### src/sts_pkg.sv
// ----------------------------------------------------------------------------
// sts_pkg
// Shared types and constants of the sinc series evaluator.
// ----------------------------------------------------------------------------
package sts_pkg;

  // Field widths of the request and result items
  localparam int X_W        = 16;
  localparam int SUM_OUT_W  = 32;
  localparam int CNT_OUT_W  = 6;
  localparam int CNT_SAT_W  = 7;

  // Register widths and reset values
  localparam int ABS_ERR_W  = 31;
  localparam int MAX_TRM_W  = 6;
  localparam logic [ABS_ERR_W-1:0] ABS_ERROR_RST = 31'd1024;
  localparam logic [MAX_TRM_W-1:0] MAX_TERMS_RST = 6'd16;

  // Configuration bus
  localparam int APB_ADDR_W = 3;
  localparam int APB_DATA_W = 32;

  // x^2 is kept exact with 30 fractional bits, at most 2^30
  localparam int XSQ_W      = 31;
  localparam int XSQ_FRAC   = 30;
  // Split point of the term magnitude for the x^2 product
  localparam int LO_W       = 20;
  // Width of one reciprocal division step
  localparam int DIV_DATA_W = 32;

  typedef enum logic {
    REG_ABS_ERROR = 1'b0,
    REG_MAX_TERMS = 1'b1
  } sts_reg_t;

  typedef struct packed {
    logic [ABS_ERR_W-1:0] abs_error;
    logic [MAX_TRM_W-1:0] max_terms;
  } sts_cfg_t;

  typedef struct packed {
    logic valid;
    logic neg;
  } sts_ctrl_t;

  typedef struct packed {
    logic signed [X_W-1:0] x_value;
  } sts_in_t;

  typedef struct packed {
    logic signed [SUM_OUT_W-1:0] series_sum;
    logic [CNT_OUT_W-1:0]        terms_used;
    logic                        not_converged;
  } sts_out_t;

endpackage

### src/sts_cfg.sv
// ----------------------------------------------------------------------------
// sts_cfg
// APB register file holding the stop threshold and the term limit.
// ----------------------------------------------------------------------------
module sts_cfg
  import sts_pkg::*;
(
  input  logic                  clk,
  input  logic                  rst_n,
  input  logic                  psel,
  input  logic                  penable,
  input  logic                  pwrite,
  input  logic [APB_ADDR_W-1:0] paddr,
  input  logic [APB_DATA_W-1:0] pwdata,
  output logic [APB_DATA_W-1:0] prdata,
  output logic                  pready,
  output sts_cfg_t              cfg_o
);

  sts_cfg_t cfg_r;
  sts_cfg_t cfg_nxt;
  sts_reg_t reg_sel;
  logic     wr_en;

  assign pready  = 1'b1;
  assign reg_sel = sts_reg_t'(paddr[2]);
  assign wr_en   = psel && penable && pwrite && pready;

  always_comb begin
    cfg_nxt = cfg_r;
    if (wr_en) begin
      case (reg_sel)
        REG_ABS_ERROR: cfg_nxt.abs_error = pwdata[ABS_ERR_W-1:0];
        REG_MAX_TERMS: cfg_nxt.max_terms = pwdata[MAX_TRM_W-1:0];
        default:       cfg_nxt = cfg_r;
      endcase
    end
  end

  always_ff @(posedge clk) begin
    if (!rst_n) begin
      cfg_r.abs_error <= ABS_ERROR_RST;
      cfg_r.max_terms <= MAX_TERMS_RST;
    end else begin
      cfg_r <= cfg_nxt;
    end
  end

  always_comb begin
    case (reg_sel)
      REG_ABS_ERROR: prdata = APB_DATA_W'(cfg_r.abs_error);
      REG_MAX_TERMS: prdata = APB_DATA_W'(cfg_r.max_terms);
      default:       prdata = '0;
    endcase
  end

  assign cfg_o = cfg_r;

endmodule

### config.mk
export PLATFORM = sky130hd
export DESIGN_NAME = sts_cfg
export DESIGN_NICKNAME = d
export VERILOG_FILES = /design/src/sts_pkg.sv /design/src/sts_cfg.sv
export SDC_FILE = /design/constraint.sdc
export NUM_CORES = 1
export LEC_CHECK = 0
export BUFFER_PORTS_ARGS = -buffer_cell sky130_fd_sc_hd__buf_2
export CAP_MARGIN = 20
export CORE_MARGIN = 8
export CORE_UTILIZATION = 45
export CTS_CLUSTER_DIAMETER = 60
export DETAILED_ROUTE_END_ITERATION = 8
export PLACE_DENSITY_LB_ADDON = 0.1
export SLEW_MARGIN = 10
export SYNTH_ARGS = -nofsm -noshare
export SYNTH_HDL_FRONTEND = slang
export SYNTH_SLANG_ARGS = --single-unit
### constraint.sdc
create_clock -name clk -period 1.62 [get_ports clk]
set_input_delay 0.081 -clock clk [delete_from_list [all_inputs] [get_ports clk]]
set_output_delay 0.081 -clock clk [all_outputs]
set_load 0.01 [all_outputs]
# After elaboration in Yosys (flattened, before gate mapping)
# Cells that the tools add are included.
# Widths: inputs -> output; s select.
# classes
reduce_logical	4
bitwise	1
n_mux	1
# op_table
operator	n
$pmux 32 s2	1
$reduce_and 2->1	2
$logic_and 1x1->1	2
$not 1->1	1
# totals
output_inout_bits	70
elab_cells	8
ff_bits	37

# Logic depth before layout (Yosys ltp)
# Gate-level depths: netlist of the first run.
# depth
ltp_word	3
mapped_depth	5

# Least setup slack after synthesis of the first run
# OpenSTA, ideal clock, no wires.
# synth_path
kind	input port to flip-flop
startpoint	input rst_n
endpoint	register cfg_r (netlist bit cfg_o[20])
stages	5
required_ns	1.548
setup_time_ns	0.072
setup_slack_ns	0.767
arrival_time_ns	0.781
path_cell_list	buf_2 -> buf_4 -> clkbuf_1 -> nand2_1 -> mux2i_1
# synth_lines
element	line	text
from (decl)	sts_cfg.sv:9	input logic rst_n,
to (signal assigned)	sts_cfg.sv:45	cfg_r <= cfg_nxt;
to (decl)	sts_cfg.sv:20	sts_cfg_t cfg_r;

# Final worst setup path of the first run
# layout_path
startpoint	input paddr[2]
endpoint	output prdata[1]
# layout_via
elab_chain_len	2
# layout_lines
element	line	text
from (decl)	sts_cfg.sv:13	input logic [APB_ADDR_W-1:0] paddr,
$not 1->1	--	
$pmux 32 s2 (*)	sts_cfg.sv:50	case (reg_sel)
to (decl)	sts_cfg.sv:15	output logic [APB_DATA_W-1:0] prdata,
# Every way passes the cells marked *; elsewhere a longest branch is shown, timed or not. The select of a mux whose other input is x is not followed.

==> impl_results.md, run 1 <==
* Status: completed
* Initial drt markers at 57
* Clk_lat worst skew at 280 ps
* Vias in the first global route at 1559
* Setup_tns at 0 ps
* Inserted Diodes at 0
* Count leader, synth: nand2_1
* First drt pass iteration count at 4
* Worst Setup Start Kind: input pin
* Root Driver: clkbuf_8
* Number of synthesized flops with an enable pin at 0
* Number of antenna violations at the first check in global routing at 0
* Global-route wire length before repair at 7140 um
* HPWL after DPL at 3430 um
* Nets at 333
* Gr ovfl total at 0
* Die ar. at 6080 um2
* IO buf count at 104
* Synth Flop Type: dfxtp_1
* CP Capture Type: output port
* Routed WL per cell at 12.7 um
* Synthesis-stage register bit count at 37
* Register area share after synthesis at 0.428
* Initial core utilization at 0.469
* Area contributors post-synth: dfxtp_1 43%, mux2i_1 21%, nand2_1 14%
* Layout cell share with drive strength beyond 1 at 0.414
* Core area at 3690 um2
* Netlist cell types at 12
* Wire length on met3 at 414 um
* Clk_skew at 0 ps
* Top cell type by total area after synthesis: dfxtp_1
* GPL Wtd Cong at 0.695
* Post-route ant nets at 0
* Highest Signal Layer: met4
* FFs w/ async S/R, synth at 0
* Peak VDD IR at 0.400 mV
* RSZ-0062 raised after global routing: no
* Max Buffers Root-to-Sink at 2
* Setup Fix Bufs, Post-CTS at 0
* Via count at 1566
* CTS tree: built
* Max-slew violations at 0
* CTS Hold Bufs at 0
* WS Path Type: input pin to output port
* Register area at 741 um2
* Die W at 78.0 um
* Pwr dens at 736 nW/um2
* Vias per cell at 4.61
* CTS Sinks at 37
* Final Setup Violations at 0
* H-tree lvl count at 2
* Met2 WL at 2140 um
* Worst reg-to-reg path cell count at 2
* Reg clk slew, reported paths at 70 ps
* Crit path required time at 1540 ps
* DRT met1 WL at 1730 um
* Area grow syn2layout at 35.2%
* Arrival time worst endpoint at 1150 ps
* Synthesized area at 1730 um2
* Critical Path Fanout Max at 18
* Max reg flops at 37
* Leak Pwr at 1.20 nW
* Largest net degree at the start of global routing at 32
* Synth top area share at 0.428
* Fin crit period at 1230 ps
* # resized after CTS at 0
* Final Hold Fails at 0
* Syn_nets at 235
* Gr usage total at 0.142
* Hold Path Class: input pin to flip-flop
* Filler Cell Count at 355
* Highest clock rate at 0.815 GHz
* Hold depth at 3
* Die Y at 78.0 um
* Ys Warns at 0
* Syn avg cell area at 8.87 um2
* Min Hold Slack at 41.2 ps
* Multi-input logic area at 888 um2
* DRT Wirelength at 4330 um
* FP Rows at 22
* Synth cell count leaders: 65 x nand2_1, 37 x dfxtp_1, 37 x mux2i_1
* Syn Inst Count at 195
* Period utilization at 0.757
* TritonCTS Buffers at 5
* Max Cap Violations at 0
* I/O Pins at 110
* DRC Markers at 0
==> where the power goes <==
group          total (mW)  internal [mW]  switching, mW
clock network       0.565          0.282          0.283
logic               0.213          0.102          0.111
registers           0.943          0.930         0.0134
==> worst paths after layout <==
| path | from | end | slack [ps] |
|---|---|---|---|
| min reg2reg | cfg_o[12] | cfg_o[12] | 460 |
| max reg2reg | cfg_o[0] | cfg_o[0] | 970 |
| max | paddr[2] | prdata[1] | 390 |
| min | pwdata[6] | cfg_o[12] | 40 |
==> cell usage in the layout, fill, tap and decap left out <==
cell type	count
buf_2	104
nand2_1	65
mux2i_1	37
dfxtp_1	37
nor2b_1	29
mux2_2	6
clkbuf_8	5
conb_1	2
buf_12	2
buf_4	2
and4b_2	1
nand4_1	1
clkinv_2	1
==> kinds of logic (layout without fill, tap and decap cells) <==
group,Yosys count,after routing,share of synthesized area
simple gates,96,96,0.255
flops,37,37,0.428
other cells,2,2,0.00434
buf+inv,17,114,0.0586
mux,43,43,0.253
==> critical path, stage by stage <==
cell and delay, ps:
buf_2 270, buf_4 290, mux2_2 360, buf_2 140
==> metrics by stage <==
stage	util	total power, mW	instance area, um2	setup slack, ps	instances
after floorplan	-	1.09	1730	767	195
after global placement	0.614	1.18	2260	383	334
after detailed placement	0.614	1.18	2260	381	334
after CTS	0.634	1.74	2340	379	340
after global routing	0.634	1.81	2340	316	340
final	0.634	1.72	2340	393	340
==> layout make-up <==
type	instances	share of cell area
clock buffers	5	0.0294
clock inverters	1	0.00214
multi-input cells	141	0.380
flip-flops and latches	37	0.317
well taps	48	0.0257
repair buffers	108	0.246
==> layer usage <==
layer	up-vias	GRT usage
met3	4	0.0576
met1	695	0.145
met5	-	0
li1	808	-
met4	0	0.0556
met2	59	0.251
No activity file was read; power rests on OpenSTA's default activity.
==> run 2, diff against run 1 <==
--- a/config.mk
+++ b/config.mk
@@ -5,10 +5,11 @@
 export SDC_FILE = /design/constraint.sdc
 export NUM_CORES = 1
 export LEC_CHECK = 0
+export ABC_AREA = 1
 export BUFFER_PORTS_ARGS = -buffer_cell sky130_fd_sc_hd__buf_2
 export CAP_MARGIN = 20
 export CORE_MARGIN = 8
-export CORE_UTILIZATION = 45
+export CORE_UTILIZATION = 39
 export CTS_CLUSTER_DIAMETER = 60
 export DETAILED_ROUTE_END_ITERATION = 8
 export PLACE_DENSITY_LB_ADDON = 0.1
==> constraint.sdc (replaced) <==
create_clock -name clk -period 1.11 [get_ports clk]
set_input_delay 0.0555 -clock clk [delete_from_list [all_inputs] [get_ports clk]]
set_output_delay 0.0555 -clock clk [all_outputs]
set_load 0.01 [all_outputs]
==> run 2 against run 1 <==
  * Non-clock buffer count up 7
  * Hold slack better by 27 ps
  * Cell count is 41% higher
  * Global-route usage increased by 1.2 points
  * Wire length rose by 27%
  * Highest routed layer unchanged
  * Critical path type is now flip-flop to output port
  * Synthesized cell count is 59% higher
  * Combinational power grew 120%
==> impl_results.md, run 2 <==
* Register area share after synthesis at 0.387
* Core area at 4720 um2
* Root Driver: clkbuf_8
* HPWL after DPL at 3970 um
* Max reg flops at 37
* Setup_tns at 0 ps
* Xor and xnor area share after synthesis at 0
* DRT met1 WL at 2480 um
* Arrival time worst endpoint at 900 ps
* Largest net degree at the start of global routing at 38
* Syn Inst Count at 310
* Reg clk slew, reported paths at 70 ps
* Number of antenna violations at the first check in global routing at 0
* Most frequent cells in the layout: 104 x buf_2, 95 x nor2_1, 56 x nand2_1, 55 x inv_1
* Syn_nets at 350
* Critical Path Fanout Max at 3
* Global-route wire length before repair at 9160 um
* Clk_skew at 0 ps
* Initial drt markers at 79
* DRC Markers at 0
* First drt pass iteration count at 4
* Design area at 2610 um2
* Top cell type by total area after synthesis: dfxtp_1
* CTS Sinks at 37
* Main combinational cell family by area after synthesis: simple AND/OR/NAND/NOR gates
* Area grow syn2layout at 36.5%
* Hold Path Class: input pin to flip-flop
* Synth Flop Type: dfxtp_1
* Post-route ant nets at 0
* Nets at 452
* Vias per cell at 4.19
* TritonCTS Buffers at 5
* # resized after CTS at 0
* Final core utilization at 0.553
* Count leader, synth: nor2_1
* Pwr dens at 1120 nW/um2
* Status: completed
* Gr usage total at 0.154
* Met2 WL at 2370 um
* Final Hold Fails at 0
* Wire length on met3 at 553 um
* Inserted Diodes at 0
* Max Cap Violations at 0
* CTS Hold Bufs at 2
* Leak Pwr at 1.49 nW
* FP Rows at 25
* Highest clock rate at 1.05 GHz
* I/O Pins at 110
* FFs w/ async S/R, synth at 0
* Post-route setup slack at 155 ps
* H-tree lvl count at 2
* Place WS at 166 ps
* Max-slew violations at 0
* Synthesis-stage register bit count at 37
* Highest Signal Layer: met4
* Synthesized area at 1910 um2
* Via count at 2012
* Netlist cell types at 16
* GPL Wtd Cong at 0.721
* Simple-gate share of the synthesized area at 0.416
* Vias in the first global route at 1860
* Syn avg cell area at 6.17 um2
* Post-place instance area at 2490 um2
* CTS tree: built
* CP Capture Type: output port
* Synth cell count leaders: 95 x nor2_1, 56 x nand2_1, 55 x inv_1
* Synth Area in Compound Gates at 0.00523
* RSZ-0062 raised after global routing: no
* Die Y at 86.0 um
* Post-synthesis mux area share at 0
* IO buf count at 104
* Setup Fix Bufs, Post-CTS at 0
* Most common cell after layout, fill and taps aside: buf_2
* Adder-Cell Fraction of Synth Area at 0
* Number of synthesized flops with an enable pin at 0
* Total power at 2.92 mW
* Synth top area share at 0.387
* Fin crit period at 955 ps
* Period utilization at 0.860
* Die W at 86.0 um
* Gr ovfl total at 0
* WS Path Type: flip-flop to output port
* DRT Wirelength at 5480 um
* Layout cell share with drive strength beyond 1 at 0.308
* Routed WL per cell at 11.4 um
* Peak VDD IR at 0.607 mV
* Max Buffers Root-to-Sink at 2
* Initial core utilization at 0.405
* Final Setup Violations at 0
* Ys Warns at 0
* Clk_lat worst skew at 290 ps
* Die ar. at 7400 um2
* Crit path required time at 1050 ps
* Worst Setup Start Kind: flip-flop
* Area contributors post-synth: dfxtp_1 39%, nor2_1 19%, nand2_1 11%
[run 2: cell count changes in the layout (fill, tap and decap cells not counted), sizes merged, moves of 2 or more]
| cell | delta |
|---|---|
| nor2 | +98 |
| inv | +57 |
| nand3 | +38 |
| mux2i | -37 |
| nor2b | -29 |
| nand2 | -9 |
| mux2 | -6 |
| buf | +5 |
| clkbuf | +2 |
| dlygate4sd3 | +2 |
| o21ai | +2 |
[run 2: cell type report]
class / count / area, um2
clock buffers: 7 / 96.3
inverters: 57 / 214
clock inverters: 1 / 5.00
multi-input cells: 196 / 813
flip-flops and latches: 37 / 741
fillers: 514 / 2110
repair buffers: 115 / 658
well taps: 67 / 83.8
[run 2: final timing paths]
check,startpoint,endpoint,slack (ps),cells after the start
worst max-delay path,cfg_o[5],prdata[5],160,3
worst min-delay path,pwdata[8],cfg_o[14],70,5
worst max register to register,cfg_o[9],cfg_o[9],490,2
worst min register to register,cfg_o[27],cfg_o[27],490,2
[run 2: cell families after synthesis]
group	after synthesis
simple gates	192
flops	37
other cells	2
buf+inv	77
compound gates	2
[run 2: where the power goes]
group          leakage [nW]  switching, mW  internal [mW]
clock network        0.0542          0.477          0.561
logic                  1.13          0.270          0.205
registers             0.301         0.0325           1.37
total                  1.49          0.779           2.14
[run 2: per-layer routing]
| metal | up-vias | GRT usage |
|---|---|---|
| met5 | - | 0 |
| met4 | 0 | 0.0525 |
| met3 | 6 | 0.0697 |
| met2 | 69 | 0.251 |
| met1 | 841 | 0.173 |
| li1 | 1096 | - |
[run 2: stage by stage]
stage               hold slack [ps]  std cells
finish                         68.4        480
global route                   85.4        480
CTS                            67.0        480
detailed placement              282        470
global placement                268        470
floorplan                       182        310
[run 2: worst max-delay path, cell delays in order (launching register included)]
cell,delay (ps)
dfxtp_1,350
nand2_1,70
nand2_1,60
buf_2,120
==> run 3, diff against run 2 <==
--- a/config.mk
+++ b/config.mk
@@ -9,7 +9,7 @@
 export BUFFER_PORTS_ARGS = -buffer_cell sky130_fd_sc_hd__buf_2
 export CAP_MARGIN = 20
 export CORE_MARGIN = 8
-export CORE_UTILIZATION = 39
+export CORE_UTILIZATION = 47
 export CTS_CLUSTER_DIAMETER = 60
 export DETAILED_ROUTE_END_ITERATION = 8
 export PLACE_DENSITY_LB_ADDON = 0.1
==> constraint.sdc (replaced) <==
create_clock -name clk -period 1.1 [get_ports clk]
set_input_delay 0.055 -clock clk [delete_from_list [all_inputs] [get_ports clk]]
set_output_delay 0.055 -clock clk [all_outputs]
set_load 0.01 [all_outputs]
==> run 3 against run 2 <==
  * First-iteration DRC count is 30% higher
  * Cell area is 1.5% lower
  * Critical path depth stayed put
  * Sequential cell count stayed put
  * Non-clock buffer count is 1 lower
  * Combinational power hardly changed
  * Largest cell class unchanged
  * Highest routed layer unchanged
  * Hold slack worse by 60 ps
  * Power is 4.4% lower
  * Via count hardly changed
  * Setup slack worse by 11 ps
==> impl_results.md, run 3 (synthesized netlist as in run 2, its figures left out) <==
* Crit-path slowest cell: dfxtp_1
* Leak Pwr at 1.48 nW
* Post-route setup slack at 145 ps
* Min Hold Slack at 8.51 ps
* Global-route wire length before repair at 8490 um
* Sequential Power Share at 0.509
* Switching power at 0.746 mW
* Crit path required time at 1040 ps
* Arrival time worst endpoint at 900 ps
* CTS Sinks at 37
* Design area at 2570 um2
* Status: completed
* Gr usage total at 0.163
* Root Driver: clkbuf_8
* FP Rows at 23
* Nets at 451
* Setup_tns at 0 ps
* Die W at 79.8 um
* Area grow syn2layout at 34.4%
* Routed WL per cell at 11.1 um
* TritonCTS Buffers at 5
* Placed cells at 453
* Post-layout instance count excluding filler cells at 462
* Power share of the clock group at 0.320
* CTS tree: built
* IO buf count at 104
* H-tree lvl count at 2
* Place WS at 175 ps
* Worst setup path start: cfg_o[1]
* HPWL after DPL at 3800 um
* Max Cap Violations at 0
* DRT Wirelength at 5110 um
* Final Hold Fails at 0
* Critical-path cell list: nand2_1 > nand2_1 > buf_2
* Clk_lat worst skew at 280 ps
* RSZ-0062 raised after global routing: no
* Initial core utilization at 0.482
* Cell mode on critical path: nand2_1
* Comb power frac at 0.171
* Pwr dens at 1090 nW/um2
* Most common cell after layout, fill and taps aside: buf_2
* Final Setup Violations at 0
* Clk_skew at 0 ps
* Worst Setup Start Kind: flip-flop
* Setup Fix Bufs, Post-CTS at 0
* Crit-path max cell delay at 370 ps
* First drt pass iteration count at 6
* Gr ovfl total at 0
* Max reg flops at 37
* Filler Cell Count at 403
* Via count at 2013
* Fin crit period at 955 ps
* Max-slew violations at 0
* Most frequent cells in the layout: 104 x buf_2, 95 x nor2_1, 56 x nand2_1, 55 x inv_1
* Layout cell share with drive strength beyond 1 at 0.301
* Largest net degree at the start of global routing at 38
* Number of antenna violations at the first check in global routing at 0
* Period utilization at 0.869
* Die ar. at 6370 um2
* Initial drt markers at 103
* Core area at 3970 um2
* Vias per cell at 4.36
* Post-place instance area at 2480 um2
* Post-route ant nets at 0
* GPL Wtd Cong at 0.728
* Reg clk slew, reported paths at 70 ps
* Die Y at 79.8 um
* Reg-to-Reg Start: cfg_o[4]
* I/O Pins at 110
* Vias in the first global route at 1960
* Internal Pwr Total at 2.05 mW
* Max Buffers Root-to-Sink at 2
* WS Path Type: flip-flop to output port
* Peak VDD IR at 0.663 mV
* # resized after CTS at 0
* Critical Path Fanout Max at 3
* Highest clock rate at 1.05 GHz
* Min-delay src: pwdata[4]
* Inserted Diodes at 0
* CP Capture Type: output port
* WP buf/inv at 1
* Sw frac at 0.267
* CP delay by family, top: flip-flops
* Hold Path Class: input pin to flip-flop
* DRC Markers at 0
-- run 3: per-stage QoR --
step	utilization	total power, mW
2_1_floorplan	-	1.74
3_3_place_gp	0.625	1.92
3_5_place_dp	0.625	1.93
4_1_cts	0.647	2.84
5_1_grt	0.647	2.96
6_report	0.647	2.79
-- run 3: final timing paths --
kind,endpoint,slack (ps),cells past startpoint
hold reg to reg,cfg_o[10],490,2
setup / recovery,prdata[1],140,3
hold / removal,cfg_o[4],9,3
setup reg to reg,cfg_o[4],500,2
-- run 3: power groups by stage --
stage / sequential, mW / clock (mW) / combinational, mW
6_report: 1.42 / 0.894 / 0.477
2_1_floorplan: 1.47 / 0 / 0.265
3_5_place_dp: 1.45 / 0 / 0.481
3_3_place_gp: 1.45 / 0 / 0.475
4_1_cts: 1.42 / 0.933 / 0.486
5_1_grt: 1.43 / 0.982 / 0.546
-- run 3: metal layers --
metal / routed length [um] / vias to the layer above / track usage
li1: - / 1095 / -
met2: 2470 / 63 / 0.293
met5: 0 / - / 0
met1: 2110 / 848 / 0.173
met4: 63 / 0 / 0.0545
met3: 464 / 7 / 0.0563
-- run 3: cell type report --
| cell class | instances | area, um2 | area share |
|---|---|---|---|
| flip-flops and latches | 37 | 741 | 0.288 |
| well taps | 50 | 62.6 | 0.0243 |
| inverters | 57 | 214 | 0.0832 |
| clock buffers | 8 | 80.1 | 0.0311 |
| multi-input cells | 196 | 813 | 0.316 |
| repair buffers | 114 | 661 | 0.257 |
-- run 3: what timing repair did --
| item | 4_1_cts | 5_1_grt |
|---|---|---|
| setup endpoints to repair | 0 | 0 |
| endpoints found under the hold margin | 1 | 0 |
| hold buffers | 1 | 0 |
-- run 3: worst register-to-register path, cell delays in order, from the launching register on --
cell and delay (ps):
dfxtp_1 330, o21ai_1 80, nand3_1 80
