### src/sts_pkg.sv
// ----------------------------------------------------------------------------
// sts_pkg
// Shared types and constants of the sinc series evaluator.
// ----------------------------------------------------------------------------
package sts_pkg;

  // Field widths of the request and result items
  localparam int X_W        = 16;
  localparam int SUM_OUT_W  = 32;
  localparam int CNT_OUT_W  = 6;
  localparam int CNT_SAT_W  = 7;

  // Register widths and reset values
  localparam int ABS_ERR_W  = 31;
  localparam int MAX_TRM_W  = 6;
  localparam logic [ABS_ERR_W-1:0] ABS_ERROR_RST = 31'd1024;
  localparam logic [MAX_TRM_W-1:0] MAX_TERMS_RST = 6'd16;

  // Configuration bus
  localparam int APB_ADDR_W = 3;
  localparam int APB_DATA_W = 32;

  // x^2 is kept exact with 30 fractional bits, at most 2^30
  localparam int XSQ_W      = 31;
  localparam int XSQ_FRAC   = 30;
  // Split point of the term magnitude for the x^2 product
  localparam int LO_W       = 20;
  // Width of one reciprocal division step
  localparam int DIV_DATA_W = 32;

  typedef enum logic {
    REG_ABS_ERROR = 1'b0,
    REG_MAX_TERMS = 1'b1
  } sts_reg_t;

  typedef struct packed {
    logic [ABS_ERR_W-1:0] abs_error;
    logic [MAX_TRM_W-1:0] max_terms;
  } sts_cfg_t;

  typedef struct packed {
    logic valid;
    logic neg;
  } sts_ctrl_t;

  typedef struct packed {
    logic signed [X_W-1:0] x_value;
  } sts_in_t;

  typedef struct packed {
    logic signed [SUM_OUT_W-1:0] series_sum;
    logic [CNT_OUT_W-1:0]        terms_used;
    logic                        not_converged;
  } sts_out_t;

endpackage

### src/sts_cell.sv
// ----------------------------------------------------------------------------
// sts_cell
// One series term: multiply the last term by x^2, divide by i*(i+1) with a
// fixed reciprocal, and add the new term to or take it from the running sum.
// ----------------------------------------------------------------------------
module sts_cell
  import sts_pkg::*;
#(
  parameter int FRAC_BITS  = 30,
  parameter int TERM_LIMIT = 32,
  parameter int CELL_IDX   = 1,
  localparam int MAG_W     = FRAC_BITS + 1,
  localparam int SUM_W     = FRAC_BITS + 2,
  localparam int N_W       = $clog2(TERM_LIMIT + 1),
  localparam int ERR_W     = (FRAC_BITS >= 30) ? FRAC_BITS + 1 : ABS_ERR_W
) (
  input  logic                    clk,
  input  logic                    rst_n,
  input  logic                    adv,
  input  logic [ERR_W-1:0]        err_i,
  input  logic [N_W-1:0]          limit_i,
  input  sts_ctrl_t               ctrl_i,
  input  logic [N_W-1:0]          n_i,
  input  logic [MAG_W-1:0]        mag_i,
  input  logic signed [SUM_W-1:0] sum_i,
  input  logic [XSQ_W-1:0]        xsq_i,
  output sts_ctrl_t               ctrl_o,
  output logic [N_W-1:0]          n_o,
  output logic [MAG_W-1:0]        mag_o,
  output logic signed [SUM_W-1:0] sum_o,
  output logic [XSQ_W-1:0]        xsq_o
);

  localparam int I_VAL  = 2 * CELL_IDX;
  localparam int DIV    = I_VAL * (I_VAL + 1);
  localparam int DIV_W  = $clog2(DIV + 1);
  localparam int DW     = DIV_DATA_W - DIV_W;
  localparam int NDIG   = (MAG_W <= DIV_DATA_W) ? 1 :
                          1 + (MAG_W - DIV_DATA_W + DW - 1) / DW;
  localparam int PW     = DIV_DATA_W + (NDIG - 1) * DW;
  localparam int NST    = 3 + 2 * NDIG;
  localparam int MX_W   = (MAG_W > LO_W + 1) ? MAG_W : LO_W + 1;
  localparam int HI_W   = MX_W - LO_W;
  localparam int PA_W   = HI_W + XSQ_W;
  localparam int PB_W   = LO_W + XSQ_W;
  localparam int LSH    = XSQ_FRAC - LO_W;
  localparam logic [DIV_DATA_W-1:0] RECIP =
    DIV_DATA_W'((64'd1 << DIV_DATA_W) / DIV);
  localparam logic [DIV_DATA_W:0] DIV_C = (DIV_DATA_W + 1)'(DIV);

  // Per-stage carry of the term state
  sts_ctrl_t               ctrl_r [NST];
  logic                    run_r  [NST-1];
  logic [N_W-1:0]          n_r    [NST];
  logic [MAG_W-1:0]        mag_r  [NST];
  logic signed [SUM_W-1:0] sum_r  [NST];
  logic [XSQ_W-1:0]        xsq_r  [NST];

  // Product and division datapath
  logic [PA_W-1:0]       pa_r;
  logic [PB_W-1:0]       pb_r;
  logic [PW-1:0]         p1_r;
  logic [DIV_DATA_W-1:0] vA_r    [NDIG];
  logic [DIV_DATA_W-1:0] q0A_r   [NDIG];
  logic [PW-1:0]         pA_r    [NDIG];
  logic [PW-1:0]         qaccA_r [NDIG];
  logic [DIV_W-1:0]      remB_r  [NDIG];
  logic [PW-1:0]         qaccB_r [NDIG];
  logic [PW-1:0]         pB_r    [NDIG];

  logic                    run_nxt;
  logic [MX_W-1:0]         mag_ext;
  logic [PA_W-1:0]         pa_nxt;
  logic [PB_W-1:0]         pb_nxt;
  logic [PB_W:0]           low_sum;
  logic [PA_W-1:0]         p_full;
  logic [PW-1:0]           p1_nxt;
  sts_ctrl_t               ctrl_fin_nxt;
  logic [N_W-1:0]          n_fin_nxt;
  logic [MAG_W-1:0]        mag_fin_nxt;
  logic signed [SUM_W-1:0] sum_fin_nxt;
  logic [MAG_W-1:0]        quot;

  // Stage 0: decide whether this term is taken, form the partial products
  always_comb begin
    run_nxt = ctrl_i.valid && (ERR_W'(mag_i) > err_i) && (n_i < limit_i);
    mag_ext = MX_W'(mag_i);
    pa_nxt  = PA_W'(mag_ext[MX_W-1:LO_W]) * PA_W'(xsq_i);
    pb_nxt  = PB_W'(mag_ext[LO_W-1:0]) * PB_W'(xsq_i);
  end

  // Stage 1: floor(mag * x^2 / 2^30)
  always_comb begin
    low_sum = (PB_W + 1)'({pa_r[LSH-1:0], LO_W'(0)}) + (PB_W + 1)'(pb_r);
    p_full  = (pa_r >> LSH) + PA_W'(low_sum >> XSQ_FRAC);
    p1_nxt  = PW'(p_full[MAG_W-1:0]);
  end

  always_ff @(posedge clk) begin
    if (adv) begin
      pa_r <= pa_nxt;
      pb_r <= pb_nxt;
      p1_r <= p1_nxt;
    end
  end

  // Division by i*(i+1), one digit per pair of stages
  for (genvar j = 0; j < NDIG; j++) begin : g_dig
    logic [DIV_DATA_W-1:0] v_nxt;
    logic [PW-1:0]         p_src;
    logic [PW-1:0]         qacc_src;
    logic [63:0]           prod;
    logic [DIV_DATA_W:0]   diff;
    logic                  ge;
    logic [DIV_DATA_W-1:0] qd;
    logic [DIV_DATA_W:0]   rem_full;

    if (j == 0) begin : g_top
      assign p_src    = p1_r;
      assign v_nxt    = p1_r[PW-1 -: DIV_DATA_W];
      assign qacc_src = '0;
    end else begin : g_low
      assign p_src    = pB_r[j-1];
      assign v_nxt    = {remB_r[j-1], pB_r[j-1][PW-1-DIV_DATA_W-(j-1)*DW -: DW]};
      assign qacc_src = qaccB_r[j-1];
    end

    assign prod = 64'(v_nxt) * 64'(RECIP);

    // Estimate is low by at most one: correct with a single compare
    always_comb begin
      diff     = (DIV_DATA_W + 1)'(vA_r[j]) -
                 ((DIV_DATA_W + 1)'(q0A_r[j]) * DIV_C);
      ge       = (diff >= DIV_C);
      qd       = ge ? q0A_r[j] + 1'b1 : q0A_r[j];
      rem_full = ge ? diff - DIV_C : diff;
    end

    always_ff @(posedge clk) begin
      if (adv) begin
        vA_r[j]    <= v_nxt;
        q0A_r[j]   <= prod[63:DIV_DATA_W];
        pA_r[j]    <= p_src;
        qaccA_r[j] <= qacc_src;
        remB_r[j]  <= rem_full[DIV_W-1:0];
        qaccB_r[j] <= (qaccA_r[j] << DW) | PW'(qd);
        pB_r[j]    <= pA_r[j];
      end
    end
  end

  // Last stage: add or subtract the new term
  assign quot = qaccB_r[NDIG-1][MAG_W-1:0];

  always_comb begin
    ctrl_fin_nxt = ctrl_r[NST-2];
    n_fin_nxt    = n_r[NST-2];
    mag_fin_nxt  = mag_r[NST-2];
    sum_fin_nxt  = sum_r[NST-2];
    if (run_r[NST-2]) begin
      ctrl_fin_nxt.neg = !ctrl_r[NST-2].neg;
      mag_fin_nxt      = quot;
      n_fin_nxt        = n_r[NST-2] + 1'b1;
      if (ctrl_fin_nxt.neg) begin
        sum_fin_nxt = sum_r[NST-2] - signed'({1'b0, quot});
      end else begin
        sum_fin_nxt = sum_r[NST-2] + signed'({1'b0, quot});
      end
    end
  end

  always_ff @(posedge clk) begin
    if (!rst_n) begin
      for (int s = 0; s < NST; s++) begin
        ctrl_r[s].valid <= 1'b0;
      end
    end else if (adv) begin
      ctrl_r[0] <= ctrl_i;
      for (int s = 1; s < NST - 1; s++) begin
        ctrl_r[s] <= ctrl_r[s-1];
      end
      ctrl_r[NST-1] <= ctrl_fin_nxt;
    end
  end

  always_ff @(posedge clk) begin
    if (adv) begin
      run_r[0] <= run_nxt;
      n_r[0]   <= n_i;
      mag_r[0] <= mag_i;
      sum_r[0] <= sum_i;
      xsq_r[0] <= xsq_i;
      for (int s = 1; s < NST - 1; s++) begin
        run_r[s] <= run_r[s-1];
        n_r[s]   <= n_r[s-1];
        mag_r[s] <= mag_r[s-1];
        sum_r[s] <= sum_r[s-1];
        xsq_r[s] <= xsq_r[s-1];
      end
      n_r[NST-1]   <= n_fin_nxt;
      mag_r[NST-1] <= mag_fin_nxt;
      sum_r[NST-1] <= sum_fin_nxt;
      xsq_r[NST-1] <= xsq_r[NST-2];
    end
  end

  assign ctrl_o = ctrl_r[NST-1];
  assign n_o    = n_r[NST-1];
  assign mag_o  = mag_r[NST-1];
  assign sum_o  = sum_r[NST-1];
  assign xsq_o  = xsq_r[NST-1];

endmodule

### config.mk
export PLATFORM = sky130hd
export DESIGN_NAME = sts_cell
export DESIGN_NICKNAME = d
export VERILOG_FILES = /design/src/sts_pkg.sv /design/src/sts_cell.sv
export SDC_FILE = /design/constraint.sdc
export NUM_CORES = 2
export LEC_CHECK = 0
export BUFFER_PORTS_ARGS = -buffer_cell sky130_fd_sc_hd__buf_4
export CAP_MARGIN = 10
export CELL_PAD_IN_SITES_DETAIL_PLACEMENT = 0
export CELL_PAD_IN_SITES_GLOBAL_PLACEMENT = 1
export CORE_AREA = 2 2 311 466
export CTS_CLUSTER_DIAMETER = 50
export DETAILED_ROUTE_END_ITERATION = 8
export DIE_AREA = 0 0 313 468
export PLACE_DENSITY_LB_ADDON = 0.1
export SLEW_MARGIN = 15
export SYNTH_ARGS = -nofsm -noshare
export SYNTH_HDL_FRONTEND = slang
export SYNTH_SLANG_ARGS = --single-unit
### constraint.sdc
create_clock -name clk -period 10.6 [get_ports clk]
set_clock_uncertainty 0.1 [all_clocks]
set_input_delay 2.12 -clock clk [delete_from_list [all_inputs] [get_ports clk]]
set_output_delay 2.12 -clock clk [all_outputs]
set_load 0.02 [all_outputs]
Yosys cells after proc, flatten, opt, wreduce, memory -nomap -nowiden
Memory sizes are Yosys's and may differ from the RTL's.
Cells that the tools add are included.
{ "classes": {"addsub": 7, "mul": 4, "n_div": 0, "order_cmp": 3, "eq_ne": 0, "n_shift": 0, "muxes": 16, "bitwise_logic": 6, "n_reduce_logical": 3} }
{ "op_table": {"columns": ["cell", "count"], "rows": [
  ["32-bit 2-to-1 mux", 3],
  ["31-bit by 29-bit multiplier with 60-bit output (second input constant)", 1],
  ["30-bit by 51-bit adder with 52-bit output", 1],
  ["20-bit by 31-bit multiplier with 51-bit output", 1],
  ["11-bit by 31-bit multiplier with 41-bit output", 1],
  ["33-bit by 3-bit >= comparator with 1-bit output (second input constant)", 1],
  ["32-bit by 33-bit subtractor with 33-bit output", 1],
  ["32-bit by 1-bit adder with 32-bit output (second input constant)", 1],
  ["32-bit adder", 1],
  ["32-bit by 2-bit multiplier with 32-bit output (second input constant)", 1],
  ["32-bit bitwise OR (first input constant)", 1],
  ["32-bit subtractor", 1],
  ["31-bit by 22-bit adder with 31-bit output", 1],
  ["31-bit greater-than comparator", 1],
  ["31-bit 2-to-1 mux", 1],
  ["1-bit 2-to-1 mux", 11],
  ["6-bit by 1-bit adder with 6-bit output (second input constant)", 1],
  ["6-bit < comparator", 1],
  ["6-bit 2-to-1 mux", 1],
  ["1-bit bitwise OR", 5],
  ["1-bit logical AND", 2],
  ["1-bit logical NOT", 1]
]} }
{ "totals": {"reg_bits": 123, "latchBits": 0, "ram_bits": 606, "mem_bits_ro": 0, "inputBits": 142, "out_inout_bits": 102, "elab_cells": 51, "memories": 9} }
{ "memory_table": {"columns": ["name", "words", "word_bits", "read_ports", "rd_ports_with_merged_regs", "write_ports", "line_no", "source"], "rows": [
  ["sum_r", 5, 32, 5, 0, 5, "sts_cell.sv:56", "logic signed [SUM_W-1:0] sum_r [NST];"],
  ["mag_r", 5, 31, 5, 0, 5, "sts_cell.sv:55", "logic [MAG_W-1:0] mag_r [NST];"],
  ["xsq_r", 5, 31, 5, 0, 5, "sts_cell.sv:57", "logic [XSQ_W-1:0] xsq_r [NST];"],
  ["qaccB_r", 1, 32, 1, 0, 1, "sts_cell.sv:68", "logic [PW-1:0] qaccB_r [NDIG];"],
  ["vA_r", 1, 31, 1, 0, 1, "sts_cell.sv:63", "logic [DIV_DATA_W-1:0] vA_r [NDIG];"],
  ["n_r", 5, 6, 5, 0, 5, "sts_cell.sv:54", "logic [N_W-1:0] n_r [NST];"],
  ["+3 memories", null, null, null, null, null, null, null]
]} }

Depth between registers and ports, before layout
An unclocked memory read counts as a cell.
{ "logic_depth": {"ltp_word": 6, "ltp_mapped": 29, "ltp_nobuf": 27} }

Least setup slack after synthesis
OpenSTA, ideal clock, no wires.
{ "synth_path": {"kind": "in2reg", "start": "in mag_i[2]", "end": "reg pb_r[50] (data pin)", "setup_ns": 0.263, "t_arrival_ns": 8.637, "required_time_ns": 10.237, "path_slack_ns": 1.600, "path_stages": 26, "n_path_buf": 1, "path_cell_list": "clkbuf_1 and2_1 fa_1 fa_1 inv_1 fa_1 inv_1 fa_1 inv_1 fa_1 inv_1 fa_1 inv_1 fa_1 inv_1 ha_1 o211ai_1 o21a_1 or4b_2 a21o_1 a31o_2 a31oi_1 a31oi_1 o21bai_1 a311oi_1 xnor2_1"} }
{ "synth_via": {"elab_chain_cells": 1} }
{ "synth_rtl": {"columns": ["element", "line_no", "source"], "rows": [
  ["start, declared", "sts_cell.sv:24", "input logic [MAG_W-1:0] mag_i,"],
  ["20-bit by 31-bit multiplier with 51-bit output", "sts_cell.sv:89", "pb_nxt = PB_W'(mag_ext[LO_W-1:0]) * PB_W'(xsq_i);"],
  ["via pb_nxt[50]", "sts_cell.sv:74", "logic [PB_W-1:0] pb_nxt;"],
  ["end signal, assigned", "sts_cell.sv:102", "pb_r <= pb_nxt;"],
  ["end, declared", "sts_cell.sv:61", "logic [PB_W-1:0] pb_r;"]
]} }
The timed path passes the listed nets, and every way through them passes these cells.
A chain may end at the register's enable or synchronous reset.

Worst setup path after layout
{ "layout_path": {"start": "reg p1_r[6] (netlist: g_dig[0].p_src[6])", "end": "mem q0A_r[0][27] (netlist name) (data pin)"} }
{ "layout_via": {"elab_chain_cells": 1} }
{ "layout_rtl": {"columns": ["element", "line_no", "source"], "rows": [
  ["start, declared", "sts_cell.sv:62", "logic [PW-1:0] p1_r;"],
  ["start signal, assigned", "sts_cell.sv:103", "p1_r <= p1_nxt;"],
  ["31-bit by 29-bit multiplier with 60-bit output", "sts_cell.sv:128", "assign prod = 64'(v_nxt) * 64'(RECIP);"],
  ["via g_dig[0].prod[59]", "sts_cell.sv:112", "logic [63:0] prod;"],
  ["end, declared", "sts_cell.sv:64", "logic [DIV_DATA_W-1:0] q0A_r [NDIG];"]
]} }
The timed path passes the listed nets, and every way through them passes these cells.

==> impl_results.rst <==
.. list-table::
   :header-rows: 1

   * - Metric
     - Value
   * - Number of primary I/O pins
     - about 240
   * - Instance count of the mapped netlist
     - 6679
   * - CP endpoint kind
     - flip-flop
   * - Length of routed wiring on met1
     - between 70000 and 80000 µm
   * - Clock-pin slew on the worst setup and hold paths
     - 0.06 ns
   * - Synth Cell Area
     - approximately 0.074 mm²
   * - Critical path class
     - reg -> reg
   * - H-tree depth
     - 3
   * - Count of TritonRoute iterations in the first routing pass
     - 5
   * - Worst max-slew margin expressed relative to the limit
     - 24.9%
   * - Share of flip-flops with an asynchronous set or reset after synthesis
     - 0%
   * - Clock latency on the worst-skew pair
     - 0.67 ns
   * - Period minus WS final
     - 9.42 ns
   * - Critical Path Source Type
     - flip-flop
   * - Routed vias
     - around 47000
   * - CP most frequent cell
     - fa_1
   * - Number of global-route vias before repair
     - 51900
   * - Worst slew pin tran
     - approximately 1.1 ns
   * - Required time worst endpoint
     - 10.90 ns
   * - Total track usage
     - around 28%
   * - Portion of synthesized cell area occupied by the leading cell type
     - between 20% and 30%
   * - Synth Flop Type
     - edfxtp_1
   * - Setup slack of the most critical reg-to-reg path
     - around 1.2 ns
   * - Final hold vios
     - 0
   * - Fillers
     - 12400
   * - Core footprint
     - between 0.1 and 0.15 mm²
   * - Placement-stage cell area
     - around 0.077 mm²
   * - Max cap viols
     - 0
   * - Cell with the most instances after synthesis
     - inv_1
   * - Commonest cells post-synth
     - inv_1 (1349), fa_1 (1099), ha_1 (732)
   * - Wire length on met3
     - between 7000 and 8000 µm
   * - Final net count
     - 8730
   * - Layout cells sized above 1
     - under 10%
   * - Remaining DRCs
     - 0
   * - Routed Antenna Nets
     - 0
   * - Number of port buffers
     - between 200 and 250
   * - Data arrival time of the worst path
     - between 9 and 10 ns
   * - Cell area after layout
     - about 0.080 mm²
   * - Critical path buffers and inverters
     - 3
   * - Post-synthesis average cell area
     - about 11 µm²
   * - Yosys warning total
     - 0
   * - Delay of the slowest cell on the worst path
     - approximately 0.82 ns
   * - Flops & latches, synth
     - approximately 710
   * - Max frequency
     - 106 MHz
   * - Met2 routed WL
     - 105000 µm
   * - TritonCTS clock tree
     - built
   * - Vertical die dimension
     - about 470 µm
   * - Buffer cell driving the clock tree root
     - clkbuf_16
   * - Count of final max-slew check failures
     - 0
   * - Initial standard-cell utilization of the core
     - between 50 and 60%
   * - Clock sink count
     - about 700
   * - Gate family responsible for the most delay along the worst path
     - adder cells
   * - Kind of path behind the tightest hold check
     - reg -> reg
   * - Aggregate negative setup slack
     - 0 ns
   * - Die width
     - around 310 µm
   * - Placed wire-length estimate after detailed placement
     - roughly 160000 µm
   * - Drt total wl
     - roughly 200000 µm
   * - Post-Synthesis Net Count
     - just under 9000
   * - Placer Congestion
     - approximately 0.93
   * - Hold-fix buffers at CTS
     - 0
   * - Setup repair after global routing missed its margin
     - no
   * - Number of antenna violations at the first check in global routing
     - 3
   * - Dominant cells by area after synthesis
     - fa_1 (30%), edfxtp_1 (29%), ha_1 (12%), inv_1 (6.9%), and2_1 (3.7%)
   * - Average wire per standard cell
     - between 20 and 25 µm
   * - DRT iter0 DRCs
     - 2799
   * - Result of the run
     - complete, no violations
   * - Wire length of the first global-routing pass
     - between 300000 and 400000 µm
   * - Synthesis-to-finish area growth
     - 8.06%
   * - Proportion of synthesized chip area in sequential cells
     - between 20% and 30%
   * - Final count of negative-setup-slack endpoints
     - 0
   * - Crit path max fanout
     - 7
   * - Number of distinct standard cells referenced by the synthesized netlist
     - between 70 and 80
   * - Number of enable-type register cells in the synthesized netlist
     - 706
   * - Post-synthesis cell type with the largest combined area
     - fa_1
   * - Clock tree buffer depth
     - 3
   * - Vias per cell
     - 5.42
   * - Maximum number of pins on one net before global-route repair
     - 197
   * - Slowest library cell on the worst path
     - a211oi_1
   * - Hold Slack
     - ~0.31 ns
   * - Num CTS Buffers
     - 80
   * - Post-CTS Setup Repair Bufs
     - 0
   * - Post_cts resized
     - 0
   * - Number of standard-cell rows in the floorplan
     - 170
   * - Final Cycle Share
     - between 80% and 90%
   * - Global route total overflow
     - 0
   * - Highest Signal Layer
     - met4
   * - Cell Chain, Critical Path
     - ha_1, fa_1, fa_1, ha_1, inv_1, fa_1, fa_1, fa_1, inv_1, fa_1, ha_1, a21o_1, a21oi_1, o21bai_1, a211oi_1, nor3_1, buf_4, o31ai_1, a31oi_1, a2111oi_0, nor3_1, a311oi_1, o21bai_1, xor2_1
   * - Die area
     - ~0.15 mm²
area by class of cell:
cell class | instances | area (µm²) | area share [%]
inverter | 1349 | 5060 | 6.37
timing repair buffer | 282 | 2140 | 2.69
antenna | 3 | 7.51 | 0.00944
clock buffer | 93 | 2090 | 2.63
multi-input combinational | 4338 | 46000 | 57.8
tap | 1892 | 2370 | 2.98
sequential | 706 | 21200 | 26.7
clock inverter | 51 | 668 | 0.840
registers in the layout, indices dropped and copies added (netlist names):
register     count
sum_r          160
xsq_r          155
vA_r            30
pb_r            31
pa_r            41
qaccB_r         30
n_r             30
mag_r          155
run_r            4
ctrl_r          10
q0A_r           29
g_dig.p_src     31
worst paths after layout:
kind	from	end	cells past startpoint
setup / recovery	g_dig[0].p_src[6]$_DFFE_PP_	q0A_r[0][27]$_DFFE_PP_	24
hold / removal	mag_r[1][14]$_DFFE_PP_	mag_r[2][14]$_DFFE_PP_	0
setup reg to reg	g_dig[0].p_src[6]$_DFFE_PP_	q0A_r[0][27]$_DFFE_PP_	24
hold reg to reg	mag_r[1][14]$_DFFE_PP_	mag_r[2][14]$_DFFE_PP_	0
layer usage:
| layer | GRT usage (%) | vias up |
|---|---|---|
| met5 | 0 | - |
| met3 | 2.85 | 427 |
| met4 | 12.3 | 0 |
| met2 | 51.0 | 1145 |
| met1 | 33.2 | 24200 |
| li1 | - | 21400 |
worst reg2reg max path, cell delays in order, from the launching register on:
cell and delay (ns):
edfxtp_1 0.72, ha_1 0.44, fa_1 0.51, fa_1 0.53, ha_1 0.30, inv_1 0.06, fa_1 0.49, fa_1 0.53
fa_1 0.51, inv_1 0.05, fa_1 0.44, ha_1 0.30, a21o_1 0.19, a21oi_1 0.18, o21bai_1 0.12, a211oi_1 0.82
nor3_1 0.11, buf_4 0.23, o31ai_1 0.48, a31oi_1 0.28, a2111oi_0 0.67, nor3_1 0.22, a311oi_1 0.56, o21bai_1 0.14
xor2_1 0.18
stage by stage:
| stage | worst slack, ns | util (%) | std cells |
|---|---|---|---|
| 2_1_floorplan | 1.60 | - | 6679 |
| 3_3_place_gp | 0.705 | 53.8 | 8567 |
| 3_5_place_dp | 0.674 | 53.8 | 8567 |
| 4_1_cts | 1.08 | 55.7 | 8711 |
| 5_1_grt | 0.619 | 55.7 | 8713 |
| 6_report | 1.18 | 55.7 | 8714 |
layout by cell type (no fill, tap or decap), types with 51 or more instances in the layout:
cell type     n
xor2_1       99
nor2_1      140
xnor2_1     156
nand2_1     648
buf_4       280
and2_1      440
mux2_2       61
a21oi_1     193
ha_1        732
edfxtp_1    706
inv_1      1349
o21ai_0      92
a21o_1      105
nand3_1      51
fa_1       1099
clkbuf_16    82
logic make-up (layout without fill, tap and decap cells):
group,Yosys count,in the layout,share of synthesized area [%]
other,0,3,0
adder cells (fa/ha/maj),1831,1831,42.3
buffers and inverters,1635,1775,8.71
flip-flops,706,706,28.8
XOR/XNOR,255,255,3.03
AND/OR/NAND/NOR,1570,1570,10.7
AO/OA/AOI/OAI,619,619,5.49
multiplexers,63,63,0.960
Power is not shown: default switching activity piles up to over one toggle a cycle in this logic, so the estimate is an artifact.
